[config.mk]
export PLATFORM = sky130hd
export DESIGN_NAME = iss_cell
export DESIGN_NICKNAME = d
export VERILOG_FILES = /design/src/hw/rtl/iss_pkg.sv /design/src/hw/rtl/iss_cell.sv
export SDC_FILE = /design/constraint.sdc
export NUM_CORES = 1
export LEC_CHECK = 0
export BUFFER_PORTS_ARGS = -buffer_cell sky130_fd_sc_hd__buf_4
export CORE_MARGIN = 3
export CORE_UTILIZATION = 43
export CTS_BUF_LIST = sky130_fd_sc_hd__clkbuf_8
export DETAILED_ROUTE_END_ITERATION = 16
export PLACE_DENSITY = 0.79
export SYNTH_ARGS = -nofsm -noshare
export SYNTH_HDL_FRONTEND = slang
export SYNTH_SLANG_ARGS = --single-unit
[constraint.sdc]
create_clock -name clk -period 2.4 [get_ports clk]
set_input_delay 0.48 -clock clk [delete_from_list [all_inputs] [get_ports clk]]
set_output_delay 0.48 -clock clk [all_outputs]
set_load 0.02 [all_outputs]
[src/hw/rtl/iss_pkg.sv]
`default_nettype none

package iss_pkg;

  localparam int CAPACITY = 128;
  localparam int ELEM_W   = 8;
  localparam int IDX_W    = $clog2(CAPACITY);
  localparam int CNT_W    = $clog2(CAPACITY + 1);
  localparam int POS_W    = 8;
  localparam int FP_W     = 7;

  typedef enum logic [1:0] {
    CMD_INSERT = 2'd0,
    CMD_DELETE = 2'd1,
    CMD_READ   = 2'd2,
    CMD_FIND   = 2'd3
  } cmd_t;

  typedef enum logic [1:0] {
    ST_OK       = 2'd0,
    ST_RANGE    = 2'd1,
    ST_NOTFOUND = 2'd2,
    ST_FULL     = 2'd3
  } status_t;

  typedef enum logic [1:0] {
    S_IDLE,
    S_SCAN,
    S_DONE
  } state_t;

  typedef enum logic [2:0] {
    CELL_HOLD,
    CELL_INSERT,
    CELL_DELETE,
    CELL_CLEAR,
    CELL_SCAN
  } cell_op_t;

  typedef struct packed {
    cell_op_t          op;
    logic              find;
    logic [POS_W-1:0]  pos;
    logic [ELEM_W-1:0] value;
    logic [CNT_W-1:0]  count;
  } cell_ctrl_t;

  typedef struct packed {
    logic              hit;
    logic [IDX_W-1:0]  idx;
    logic [ELEM_W-1:0] value;
  } cell_res_t;

endpackage

`default_nettype wire

[src/hw/rtl/iss_cell.sv]
`default_nettype none

module iss_cell (
  input  wire logic                       clk,
  input  wire iss_pkg::cell_ctrl_t        ctrl,
  input  wire logic [iss_pkg::IDX_W-1:0]  cell_idx,
  input  wire logic [iss_pkg::ELEM_W-1:0] left_entry,
  input  wire logic [iss_pkg::ELEM_W-1:0] right_entry,
  input  wire iss_pkg::cell_res_t         right_res,
  output logic [iss_pkg::ELEM_W-1:0]      entry,
  output iss_pkg::cell_res_t              res
);
  import iss_pkg::*;

  logic [ELEM_W-1:0] entry_r, entry_nxt;
  cell_res_t         res_r, res_nxt;
  logic [POS_W-1:0]  k_pos;
  logic              live;
  logic              hit;

  always_comb begin
    k_pos     = POS_W'(cell_idx);
    live      = CNT_W'(cell_idx) < ctrl.count;
    hit       = live && (ctrl.find ? (entry_r == ctrl.value) : (k_pos == ctrl.pos));
    entry_nxt = entry_r;
    res_nxt   = res_r;
    unique case (ctrl.op)
      CELL_INSERT: begin
        if (k_pos > ctrl.pos) begin
          entry_nxt = left_entry;
        end else if (k_pos == ctrl.pos) begin
          entry_nxt = ctrl.value;
        end
      end
      CELL_DELETE: begin
        if (k_pos >= ctrl.pos) begin
          entry_nxt = right_entry;
        end
      end
      CELL_CLEAR: begin
        res_nxt = '0;
      end
      CELL_SCAN: begin
        if (hit) begin
          res_nxt.hit   = 1'b1;
          res_nxt.idx   = cell_idx;
          res_nxt.value = entry_r;
        end else begin
          res_nxt = right_res;
        end
      end
      CELL_HOLD: begin
      end
      default: begin
      end
    endcase
  end

  always_ff @(posedge clk) begin
    entry_r <= entry_nxt;
    res_r   <= res_nxt;
  end

  assign entry = entry_r;
  assign res   = res_r;

endmodule

`default_nettype wire

== Word-level counts from Yosys, hierarchy flattened ==
Cells that the tools add are included.

* Register bits: 24
* Output and inout port bits: 24

* Reductions and logical operators: 4
* Mux-type cells: 7
* Equal/unequal tests: 8
* Magnitude comparators: 3

{| class="wikitable"
|+ Operators by type and width
! operator !! count
|-
| $pmux W16 S2 || 1
|-
| $mux W8 || 3
|-
| $mux W16 || 1
|-
| $pmux W8 S2 || 1
|-
| $eq A7 B8 Y1 || 1
|-
| $eq A8 B8 Y1 || 1
|-
| $ge A7 B8 Y1 || 1
|-
| $gt A7 B8 Y1 || 1
|-
| $lt A7 B8 Y1 || 1
|-
| $eq A3 B2 Y1 const B || 2
|-
| $reduce_bool A2 Y1 || 2
|-
| $eq A3 B1 Y1 const B || 1
|-
| $eq A3 B3 Y1 const B || 1
|-
| $ne A3 B3 Y1 const B || 1
|-
| $reduce_and A3 Y1 || 1
|-
| $ne A2 B2 Y1 const B || 1
|-
| $logic_and A1 B1 Y1 || 1
|-
| $mux W1 || 1
|}

== Depth between registers and ports, before layout ==
Gate-level depths: netlist of the first run.

* Depth after elaboration: 5
* Mapped depth: 9
* Gate-level depth less buffers: 7

== Worst setup path before layout of the first run ==
OpenSTA, ideal clock, no wires.

* Kind: input to register
* Start point: input ctrl[22] (netlist bit)
* End point: register entry_r[0] (netlist: entry[0]) (enable)
* Setup time: 0.383 ns
* Path slack: -0.047 ns
* Required time: 2.017 ns
* Arrival: 2.063 ns
* Stages: 6
* Cell sequence: inv_1 ha_1 nand2b_1 o22ai_1 nor2_1 nor3_1

* Word-level cells in the longest chain between the ends: 3
* Elaborated cells between the ends (all ways): 6
* Classes of those cells: order compare: 2; eq/ne: 3; reduce/logical: 1

{| class="wikitable"
|+ Ends and longest elaborated chain
! element !! line !! RTL
|-
| start: declaration || iss_cell.sv:5 || <nowiki>input wire iss_pkg::cell_ctrl_t ctrl,</nowiki>
|-
| $gt A7 B8 Y1, or another cell as far along || iss_cell.sv:29 || <nowiki>if (k_pos > ctrl.pos) begin</nowiki>
|-
| $ne A3 B3 Y1 (no line) or $ne A2 B2 Y1 (tied branches) || -- ||
|-
| $reduce_and A3 Y1 (no line) * || -- ||
|-
| end signal: assignment || iss_cell.sv:60 || <nowiki>entry_r <= entry_nxt;</nowiki>
|-
| end: declaration || iss_cell.sv:15 || <nowiki>logic [ELEM_W-1:0] entry_r, entry_nxt;</nowiki>
|}

Every way passes the cells marked *; elsewhere a longest branch is shown, timed or not.
A chain may end at the register's enable or synchronous reset.

== Worst setup path after layout of the first run ==
* Start point: input cell_idx[3] (netlist bit)
* End point: register res_r, in the netlist res[13], data pin

* Word-level cells in the longest chain between the ends: 5
* Elaborated cells between the ends (all ways): 6
* Classes of those cells: order compare: 1; eq/ne: 1; mux: 3; reduce/logical: 1

{| class="wikitable"
|+ Ends and longest elaborated chain
! element !! line !! RTL
|-
| start: declaration || iss_cell.sv:6 || <nowiki>input wire logic [iss_pkg::IDX_W-1:0] cell_idx,</nowiki>
|-
| parallel branches: the longest is 2 deep, another holds $lt A7 B8 Y1 || -- ||
|-
| $logic_and A1 B1 Y1 * || iss_cell.sv:24 || <nowiki>hit = live && (ctrl.find ? (entry_r == ctrl.value) : (k_pos == ctrl.pos));</nowiki>
|-
| $mux W16 * || iss_cell.sv:44 || <nowiki>if (hit) begin</nowiki>
|-
| $pmux W16 S2 * || iss_cell.sv:27 || <nowiki>unique case (ctrl.op)</nowiki>
|-
| end signal: assignment || iss_cell.sv:61 || <nowiki>res_r <= res_nxt;</nowiki>
|-
| end: declaration || iss_cell.sv:16 || <nowiki>cell_res_t res_r, res_nxt;</nowiki>
|}

Every way passes the cells marked *.

==> metrics.yaml, run 1 <==
outcome:
  status: "completed"
logic_synthesis:
  synth-edff-count: 24
  syn_area_per_cell_um2: 9.87
  ys_seq_area_share_pct: 39.1
  ys.flop_type: "edfxtp_1"
  ys_warn_count: 0
  synth.cell_area_um2: 1850
  async_reset_ff_share_pct: 0
  synth_cell_types: 33
  syn_inst: 187
  synthesis.nets: 268
  synth-seq-cells: 24
setup_path:
  worst-path-max-fanout: 15
  endpoint_kind: "register"
  path_cells: "buf_4 -> ha_1 -> nand4_1 -> or2_4 -> a21o_4 -> o31ai_2 -> a21oi_1"
  worst_ep_required_time_ns: 2.41
  slowest_stage: "or2_4"
  critical-path-max-stage-delay_ns: 0.34
  crit_type: "in -> reg"
  path_delay_family: "compound AO/OA/AOI/OAI gates"
  arrival_ns: 2.07
  crit_path_start_kind: "input pin"
  cp_num_buf_inv: 1
timing:
  timing.final.crit_share_pct: 85.9
  hold_viol: 0
  worstMarginPinSlew_ns: 0.779
  relSlewSlack_pct: 48.1
  fmax_ghz: 0.485
  min_period_ns: 2.06
  fin_worst_skew_ns: 0.00423
  fin_tns_setup_ns: 0
  timing.final.max_slew_violations: 0
  rsz0062_at_grt: "false"
  finalSetupViolCount: 0
power_and_ir_drop:
  ir_drop_mv: 0.265
  p_sw_w: 0.000308
  power_frac_clock_pct: 28.8
  p_seq_share_pct: 41.8
  p_leak_nw: 1.16
  p_int_w: 0.000889
  total_power_w: 0.00120
  p_per_area_nw_per_um2: 447
  p_comb_share_pct: 29.4
  power_switching_share_pct: 25.7
route:
  ant_nets: 0
  drt-pass1-iter-count: 4
  post_drt_wl_per_cell_um: 15.5
  route.final.wire_length_um: 5140
  drt_iter0_markers: 235
  drcViolationCount: 0
  vias: 1869
  via_per_inst: 5.65
floorplan:
  die-area_um2: 5110
  pin_count: 92
  chipWidth_um: 71.5
  die_y_um: 71.5
  initial_core_util_pct: 45.5
  rows: 23
  core_region_area_um2: 4060
cts:
  numCtsBuffers: 3
  clkTransAtPathRegs_ns: 0.08
  h-tree-depth: 1
  cts_tree: "done"
  cts.sinks: 24
  insertion_delay_ns: 0.26
  root_buffer: "clkbuf_8"
  postCtsSetupBuffers: 0
  hold_buffers: 0
  cts_resized: 0
  clockBufferDepth: 2
grt:
  grt_usage_pct: 19.8
  gr-total-overflow: 0
  antenna_found_initial: 0
  grt_pass1_vias: 1731
  grt_max_degree: 18
  grt_pass1_wl_um: 8120
cells_and_area:
  drive_above_1_share_pct: 42.7
  layout_common_cells: "100 x buf_4, 24 x edfxtp_1, 20 x a21oi_1, 18 x nand4_1, 14 x inv_1"
  postLayoutCoreUtil_pct: 66.0
  mostFrequentLayoutCell: "buf_4"
  finalNetCount: 363
  antennaDiodeCount: 0
  area_growth_pct: 45.2
flow_run:
  cap_violations: 0
worst_hold_path:
  hp-class: "in -> reg"
place:
  gp_congestion: 0.832
  dpl.hpwl_um: 4160
  io_buffers: 91
==> layout make-up <==
| cell class | instances | area (um^2) |
|---|---|---|
| Inverter | 15 | 56.3 |
| Clock inverter | 1 | 30.0 |
| Clock buffer | 3 | 41.3 |
| Multi-Input combinational cell | 138 | 1020 |
| Sequential cell | 24 | 721 |
| Tap cell | 50 | 62.6 |
| Timing Repair Buffer | 100 | 751 |
| Fill cell | 320 | 1380 |
==> power groups by stage <==
stage          logic, W  registers [W]  clock network [W]
3_5_place_dp   0.000350       0.000510                  0
4_1_cts        0.000352       0.000500           0.000347
5_1_grt        0.000386       0.000503           0.000369
2_1_floorplan  0.000159       0.000535                  0
6_report       0.000352       0.000500           0.000345
3_3_place_gp   0.000342       0.000509                  0
==> per-layer routing <==
layer	up-vias	part of all wire (%)	routed length (um)	GRT usage, %
li1	918	-	-	-
met1	862	41	2090	26.5
met2	85	51	2620	34.1
met3	4	7.5	383	2.24
met4	0	0.90	46	4.80
met5	-	0	0	0
==> per-stage QoR <==
| stage | instances | hold slack, ns | cell area (um^2) | worst slack [ns] |
|---|---|---|---|---|
| 6_report | 331 | 0.505 | 2680 | 0.338 |
| 5_1_grt | 331 | 0.506 | 2680 | 0.203 |
| 4_1_cts | 331 | 0.506 | 2680 | 0.338 |
| 3_5_place_dp | 327 | 0.724 | 2610 | 0.0653 |
| 3_3_place_gp | 327 | 0.722 | 2610 | 0.166 |
| 2_1_floorplan | 187 | 0.678 | 1850 | 0.177 |
==> tightest hold or removal path, cell delays in order <==
cell and delay (ns):
buf_4 0.08, a31oi_1 0.03, nor2_1 0.07
==> cell usage after synthesis, drive strengths merged, types with 3 or more instances <==
| library cell | count | area share, % |
|---|---|---|
| a21oi | 21 | 5.9 |
| xnor2 | 9 | 4.3 |
| buf | 6 | 2.2 |
| o31ai | 15 | 8.8 |
| nand2 | 3 | 0.61 |
| nand4 | 18 | 6.1 |
| clkbuf | 4 | 0.81 |
| o21ai | 4 | 1.1 |
| a31oi | 10 | 3.4 |
| ha | 13 | 8.8 |
| o211ai | 10 | 4.1 |
| nor2 | 13 | 2.6 |
| nand3 | 9 | 2.4 |
| edfxtp | 24 | 39 |
| inv | 15 | 3.1 |
==> path summary, 6_finish.rpt <==
check,start,cells after the start,slack (ns),endpoint
max,cell_idx[3],7,0.34,res[13]$_SDFFCE_PP0P_
min,right_res[15],3,0.51,res[15]$_SDFFCE_PP0P_
max reg2reg,entry[4]$_DFFE_PP_,5,0.45,res[11]$_SDFFCE_PP0P_
min reg2reg,entry[5]$_DFFE_PP_,2,0.75,res[5]$_SDFFCE_PP0P_
==> sequential cells by signal, summed over array words and instances (netlist names) <==
name   cells
entry      8
res       16
==> cell families after synthesis <==
family	Yosys count	synth area share, %
buffers and inverters	25	6.10
and+or+nand+nor	51	15.9
adders and majority gates	13	8.81
AOI/OAI and AO/OA	65	25.8
DFF	24	39.1
xor gates and xnor gates	9	4.27
No activity file was read; power rests on OpenSTA's default activity.
==> inputs of run 2 (changes only) <==
Settings changed: CORE_MARGIN 3 to not set.
==> metrics.yaml, run 2 (synthesized netlist as in run 1, its figures left out) <==
outcome:
  status: "completed"
route:
  via_per_inst: 5.53  # -2.1%
  drt-pass1-iter-count: 4  # unchanged
  m1WireLength_um: 2100  # +0.58%
  dr_wl_met3_um: 276  # -28%
  route.final.wire_length_um: 4940  # -3.9%
  post_drt_wl_per_cell_um: 14.9  # -3.9%
  wl_met2_um: 2480  # -5.3%
  routed.top_layer: "met4"
  vias: 1829  # -2.1%
  drcViolationCount: 0  # unchanged
  drt_iter0_markers: 198  # -16%
  ant_nets: 0  # unchanged
cts:
  cts.sinks: 24  # unchanged
  postCtsSetupBuffers: 0  # unchanged
  cts_resized: 0  # unchanged
  cts_tree: "done"
  h-tree-depth: 1  # unchanged
  insertion_delay_ns: 0.27  # about the same
  clockBufferDepth: 2  # unchanged
  numCtsBuffers: 3  # unchanged
  root_buffer: "clkbuf_8"
  clkTransAtPathRegs_ns: 0.08  # about the same
  hold_buffers: 0  # unchanged
floorplan:
  die-area_um2: 4560  # -11%
  die_y_um: 67.5  # -5.6%
  initial_core_util_pct: 45.5  # unchanged
  chipWidth_um: 67.5  # -5.6%
  core_region_area_um2: 4060  # unchanged
  rows: 23  # unchanged
  pin_count: 92  # unchanged
grt:
  grt_pass1_vias: 1698  # -1.9%
  grt_usage_pct: 22.7  # +3.0 points
  grt_max_degree: 18  # unchanged
  grt_pass1_wl_um: 7700  # -5.2%
  gr-total-overflow: 0  # unchanged
  antenna_found_initial: 0  # unchanged
cells_and_area:
  area_growth_pct: 43.7
  design_area_um2: 2650  # -0.98%
  antennaDiodeCount: 0  # unchanged
  drive_above_1_share_pct: 42.3  # -0.36 points
  finalNetCount: 363  # unchanged
  seqCellArea_um2: 721  # unchanged
  fill_cells: 331  # +3.4%
  layout_common_cells: "100 x buf_4, 24 x edfxtp_1, 20 x a21oi_1, 18 x nand4_1, 14 x inv_1"
  multi_input_area_um2: 1020  # unchanged
  largest_reg_flops: 16  # unchanged
  mostFrequentLayoutCell: "buf_4"
  postLayoutCoreUtil_pct: 65.4  # -0.65 points
timing:
  timing.final.max_slew_violations: 0  # unchanged
  relSlewSlack_pct: 50.7  # +2.6 points
  worstMarginPinSlew_ns: 0.739  # -0.0396 ns
  min_period_ns: 2.05  # -0.0142 ns
  hold_viol: 0  # unchanged
  fin_tns_setup_ns: 0  # unchanged
  fmax_ghz: 0.488  # +0.69%
  rsz0062_at_grt: "false"
  finalSetupViolCount: 0  # unchanged
  timing.final.crit_share_pct: 85.3  # -0.59 points
  fin_worst_skew_ns: 0.00538  # +0.00115 ns
place:
  gp_congestion: 0.891  # +7.1%
  dpl.hpwl_um: 4130  # -0.68%
  io_buffers: 91  # unchanged
  place_area_um2: 2610  # unchanged
power_and_ir_drop:
  ir_drop_mv: 0.198  # -25%
  p_leak_nw: 1.14  # -1.1%
  p_per_area_nw_per_um2: 412  # -7.8%
setup_path:
  crit_type: "in -> reg"
  worst-path-max-fanout: 15  # unchanged
  crit_path_start_kind: "input pin"
  endpoint_kind: "register"
  worst_ep_required_time_ns: 2.41  # about the same
  arrival_ns: 2.06  # about the same
worst_hold_path:
  hp-class: "in -> reg"
flow_run:
  cap_violations: 0  # unchanged
## run 2: stage by stage
stage | total power, W | std cells | worst slack, ns | hold WS [ns]
2_1_floorplan | 0.000694 | 187 | 0.177 | 0.678
3_3_place_gp | 0.000852 | 327 | 0.156 | 0.727
3_5_place_dp | 0.000863 | 327 | 0.0718 | 0.732
4_1_cts | 0.00109 | 331 | 0.357 | 0.499
5_1_grt | 0.00115 | 331 | 0.281 | 0.549
6_report | 0.00109 | 331 | 0.353 | 0.498
## run 2: path summary, 6_finish.rpt
path / start / endpoint / slack [ns] / cells after the start
worst min register to register: entry[5]$_DFFE_PP_ / res[5]$_SDFFCE_PP0P_ / 0.76 / 2
worst max register to register: entry[0]$_DFFE_PP_ / res[9]$_SDFFCE_PP0P_ / 0.46 / 5
worst max-delay path: cell_idx[5] / res[9]$_SDFFCE_PP0P_ / 0.35 / 7
worst min-delay path: right_res[15] / res[15]$_SDFFCE_PP0P_ / 0.50 / 3
## run 2: final cells by class
cell class              count  share of cell area (%)
clock buffers               3                    1.56
clock inverters             1                   0.142
inverters                  15                    2.12
multi-input cells         138                    38.3
flip-flops and latches     24                    27.2
well taps                  50                    2.36
repair buffers            100                    28.3
## run 2: metal layers
layer  track usage, %  vias to the layer above
met5                0                        -
met4             8.51                        0
met3             2.36                        8
met2             40.1                       74
met1             28.2                      828
li1                 -                      919
## run 2: worst max-delay path: stages
cell      delay, ns
buf_4          0.12
ha_1           0.33
nand4b_4       0.14
or2_4          0.33
a21o_4         0.31
o31ai_1        0.23
a21oi_1        0.10
## run 2: power by group
group	leakage (nW)	switching, W	internal [W]
registers	0.223	0.0000114	0.000489
clock network	0.0231	0.000125	0.000115
logic	0.897	0.000175	0.000178
